===== src/rtl/psd_sqrt.sv =====
// ----------------------------------------------------------------------------
// psd_sqrt: pipelined integer square root
// Floor square root of a 2*W bit radicand, one result bit per stage.
// ----------------------------------------------------------------------------
module psd_sqrt #(
    parameter int W  = 25,
    parameter int SW = 1
) (
    input  logic            i_clk,
    input  logic            i_rst_n,
    input  logic            i_en,
    input  logic [2*W-1:0]  i_rad,
    input  logic [SW-1:0]   i_side,
    output logic [W-1:0]    o_root,
    output logic [SW-1:0]   o_side
);

    logic [W+1:0]   r_rem  [1:W];
    logic [W-1:0]   r_root [1:W];
    logic [2*W-1:0] r_rad  [1:W];
    logic [SW-1:0]  r_side [1:W];

    for (genvar k = 0; k < W; k++) begin : g_stage
        logic [W+1:0]   rem_in;
        logic [W-1:0]   root_in;
        logic [2*W-1:0] rad_in;
        logic [SW-1:0]  side_in;
        logic [W+2:0]   t;
        logic [W+2:0]   trial;
        logic           ge;

        if (k == 0) begin : g_first
            assign rem_in  = '0;
            assign root_in = '0;
            assign rad_in  = i_rad;
            assign side_in = i_side;
        end else begin : g_next
            assign rem_in  = r_rem[k];
            assign root_in = r_root[k];
            assign rad_in  = r_rad[k];
            assign side_in = r_side[k];
        end

        // bring down the next two radicand bits, try root*4+1
        assign t     = {rem_in[W:0], rad_in[2*W-1:2*W-2]};
        assign trial = (W+3)'({root_in, 2'b01});
        assign ge    = (t >= trial);

        always_ff @(posedge i_clk) begin
            if (!i_rst_n) begin
                r_side[k+1] <= '0;
            end else if (i_en) begin
                r_side[k+1] <= side_in;
            end
        end

        always_ff @(posedge i_clk) begin
            if (i_en) begin
                r_rem[k+1]  <= ge ? (W+2)'(t - trial) : t[W+1:0];
                r_root[k+1] <= (W)'({root_in, ge});
                r_rad[k+1]  <= rad_in << 2;
            end
        end
    end

    assign o_root = r_root[W];
    assign o_side = r_side[W];

endmodule

===== config.mk =====
export PLATFORM = sky130hd
export DESIGN_NAME = psd_sqrt
export DESIGN_NICKNAME = d
export VERILOG_FILES = /design/src/rtl/psd_sqrt.sv
export SDC_FILE = /design/constraint.sdc
export NUM_CORES = 2
export LEC_CHECK = 0
export BUFFER_PORTS_ARGS = -buffer_cell sky130_fd_sc_hd__clkbuf_2
export CAP_MARGIN = 20
export CORE_UTILIZATION = 35
export CTS_CLUSTER_SIZE = 16
export DETAILED_ROUTE_END_ITERATION = 8
export REMOVE_ABC_BUFFERS = 1
export SYNTH_ARGS = -nofsm -noshare
export SYNTH_HDL_FRONTEND = slang
export SYNTH_SLANG_ARGS = --single-unit

===== constraint.sdc =====
create_clock -name i_clk -period 8.8 [get_ports i_clk]
set_clock_uncertainty 0.15 [all_clocks]
set_input_delay 1.76 -clock i_clk [delete_from_list [all_inputs] [get_ports i_clk]]
set_output_delay 1.76 -clock i_clk [all_outputs]
set_load 0.01 [all_outputs]

==> results.ini <==
[yosys]
synth_top_area_frac = 0.656
ys_top_cells_by_area = edfxtp_1 66%, ha_1 6.2%, xnor2_1 3.3%, xor2_1 2.6%, a21oi_1 2.4%
avgSynthCellArea_um2 = 13.3
netlist_area_um2 = 70500
yosysTopAreaCell = edfxtp_1
synth_cell_types = 79
synth_edf_count = 1539
async_flop_share = 0
synth_most_common_cell = edfxtp_1
ys_warn_count = 0
ys_seq_area_frac = 0.656
syn_inst = 5319
synth_seq_cells = 1539
synth_flop_cell = edfxtp_1
netlist_top_cells_count = 1539 x edfxtp_1, 440 x inv_1, 352 x ha_1, 351 x nor2_1, 342 x a21oi_1

[routing]
drc = 0
dr.pass1.iters = 9
vias_per_cell = 4.86
dr_total_vias = 40400
drtIter0Drc = 2496
wire_per_inst_um = 15.8
routed_wl_um = 131000
ant_nets = 0

[floorplanning]
rows = 164
core_um2 = 200000
die_width_um = 451
die_y_um = 451
initial_utilization = 0.353
die-area_um2 = 203000
ios = 80

[clock_network]
ctsHoldBuffers = 0
cts.htree.levels = 4
ctsResizeCount = 0
numClockSinks = 1539
clk_pin_slew_ps = 70
cts_root_buf = clkbuf_16
cts_buffers = 171
cts_tree = yes
clk_path_buf_depth = 3
clk_latency_ps = 840
cts_setup_buffers = 0

[worst_setup_path]
crit_buf_inv = 2
cpLargestDelayFamily = compound AO/OA/AOI/OAI gates
worst_setup_path_start_kind = flip-flop
rr_endpoint = r_rem[1][118]
crit_path_top_delay_cell = inv_1
crit_path_max_incr_delay_ps = 660
cp-end-kind = flip-flop
path_class = flip-flop to flip-flop
cp.arrival_ps = 4820
crit_path_cell_trace = inv_1 -> ha_1 -> nor2b_1 -> o31a_1 -> o41a_1 -> a221o_1 -> a21oi_1 -> o21ai_0 -> a21oi_1 -> inv_1 -> mux2_2
cp_data_required_time_ps = 9220
crit_fanout = 30
path_depth = 11
ff2ff_setup_slack_ps = 4400
rr_worst_depth = 11
reg2reg_from = r_root[1][75]

[grt]
grt_max_degree = 186
grt_pass1_vias = 40300
grt_overflow = 0
grt_use_total = 0.128
grt_pass1_wl_um = 211000
antenna_found_initial = 1

[outcome]
status = finished, final reports clean

[place]
pre_cts_ws_ps = 4260
gp_congestion = 0.854
dp_hpwl_um = 91300
port_buffers = 79

[pwr]
peakVddDrop_uv = 206
p_leak_nw = 30.3
power_mw = 20.3
powerDensity_nw_per_um2 = 254

[hold_path]
hold_start = r_rad[0][103]
hold_depth = 0
holdPathEnd = r_rad[0][153]
hold_path.class = flip-flop to flip-flop

[finish]
diodes = 0
area_growth_pct = 13.6
drive_above_1_share = 0.0833
num-nets-final = 5919
fillers = 18700

[sta]
rsz0062_at_grt = no
finalCritPeriodShare = 0.500
finalSetupViolations = 0
slew_violations = 0
hold_violations = 0
worst_slew_pin_slew_ps = 1100
max_freq_mhz = 227
min_period_ps = 4400
slew_headroom = 0.267
fin_ws_ps = 4400
fin_setup_tns_ps = 0

[run]
maxCapViolCount = 0

placed cells by master (no fill, tap or decap), types with 87 or more instances in the layout:
cell type and instances:
nor3_1 123, ha_1 352, nand2_1 335, xnor2_1 266, a21o_1 109, o21a_1 87
xor2_1 211, inv_1 440, edfxtp_1 1539, o21ai_0 228, nor2_1 351, a21oi_1 341
clkbuf_16 171
flip-flops by register name, indices dropped and copies added (netlist names):
name	count
r_rad	600
r_rem	589
r_root	325
r_side	25
worst max path at each step:
stage	start	endpoint	slack, ps
finish	r_root[1][75]	r_rem[1][118]	4400
global route	r_root[1][75]	r_rem[1][118]	4120
CTS	r_root[1][75]	r_rem[1][112]	4450
detailed placement	i_en	r_rem[1][59]	4260
global placement	i_en	r_rem[1][58]	4320
floorplan	r_rem[0][367]	r_rem[0][397]	4550
metrics by stage:
step | utilization | hold WS, ps | cell area, um2 | cells
after floorplan | - | 250 | 70100 | 5233
after global placement | 0.371 | 250 | 74200 | 7993
after detailed placement | 0.371 | 255 | 74200 | 7993
after CTS | 0.400 | 184 | 80000 | 8308
after global routing | 0.401 | 192 | 80100 | 8311
final | 0.401 | 214 | 80100 | 8311
logic make-up after synthesis:
kind of cell    synth area share
other cells            0.0000532
mux                       0.0109
compound gates            0.0894
flops                      0.656
xor+xnor                  0.0593
fa+ha+maj                 0.0625
buf+inv                   0.0285
simple gates              0.0937
cell type report:
class                           count  area (um2)  share of cell area
Clock buffer                      197        4380              0.0547
Multi-Input combinational cell   3248       22300               0.278
Timing Repair Buffer              107         736             0.00919
Clock inverter                    118        1480              0.0184
Inverter                          446        1670              0.0209
Tap cell                         2656        3320              0.0415
Sequential cell                  1539       46200               0.577
layer usage:
layer | wire, um | vias to the layer above | GRT usage
li1 | - | 20000 | -
met2 | 66700 | 685 | 0.228
met3 | 4660 | 233 | 0.0243
met5 | 0 | - | 0
met4 | 3650 | 0 | 0.0430
met1 | 56000 | 19400 | 0.154
power by group:
group | total (mW) | switching, mW | internal (mW)
sequential | 9.71 | 0.521 | 9.19
combinational | 3.35 | 1.90 | 1.45
clock | 7.27 | 3.01 | 4.27
total | 20.3 | 5.43 | 14.9
No activity file was read; power rests on OpenSTA's default activity.
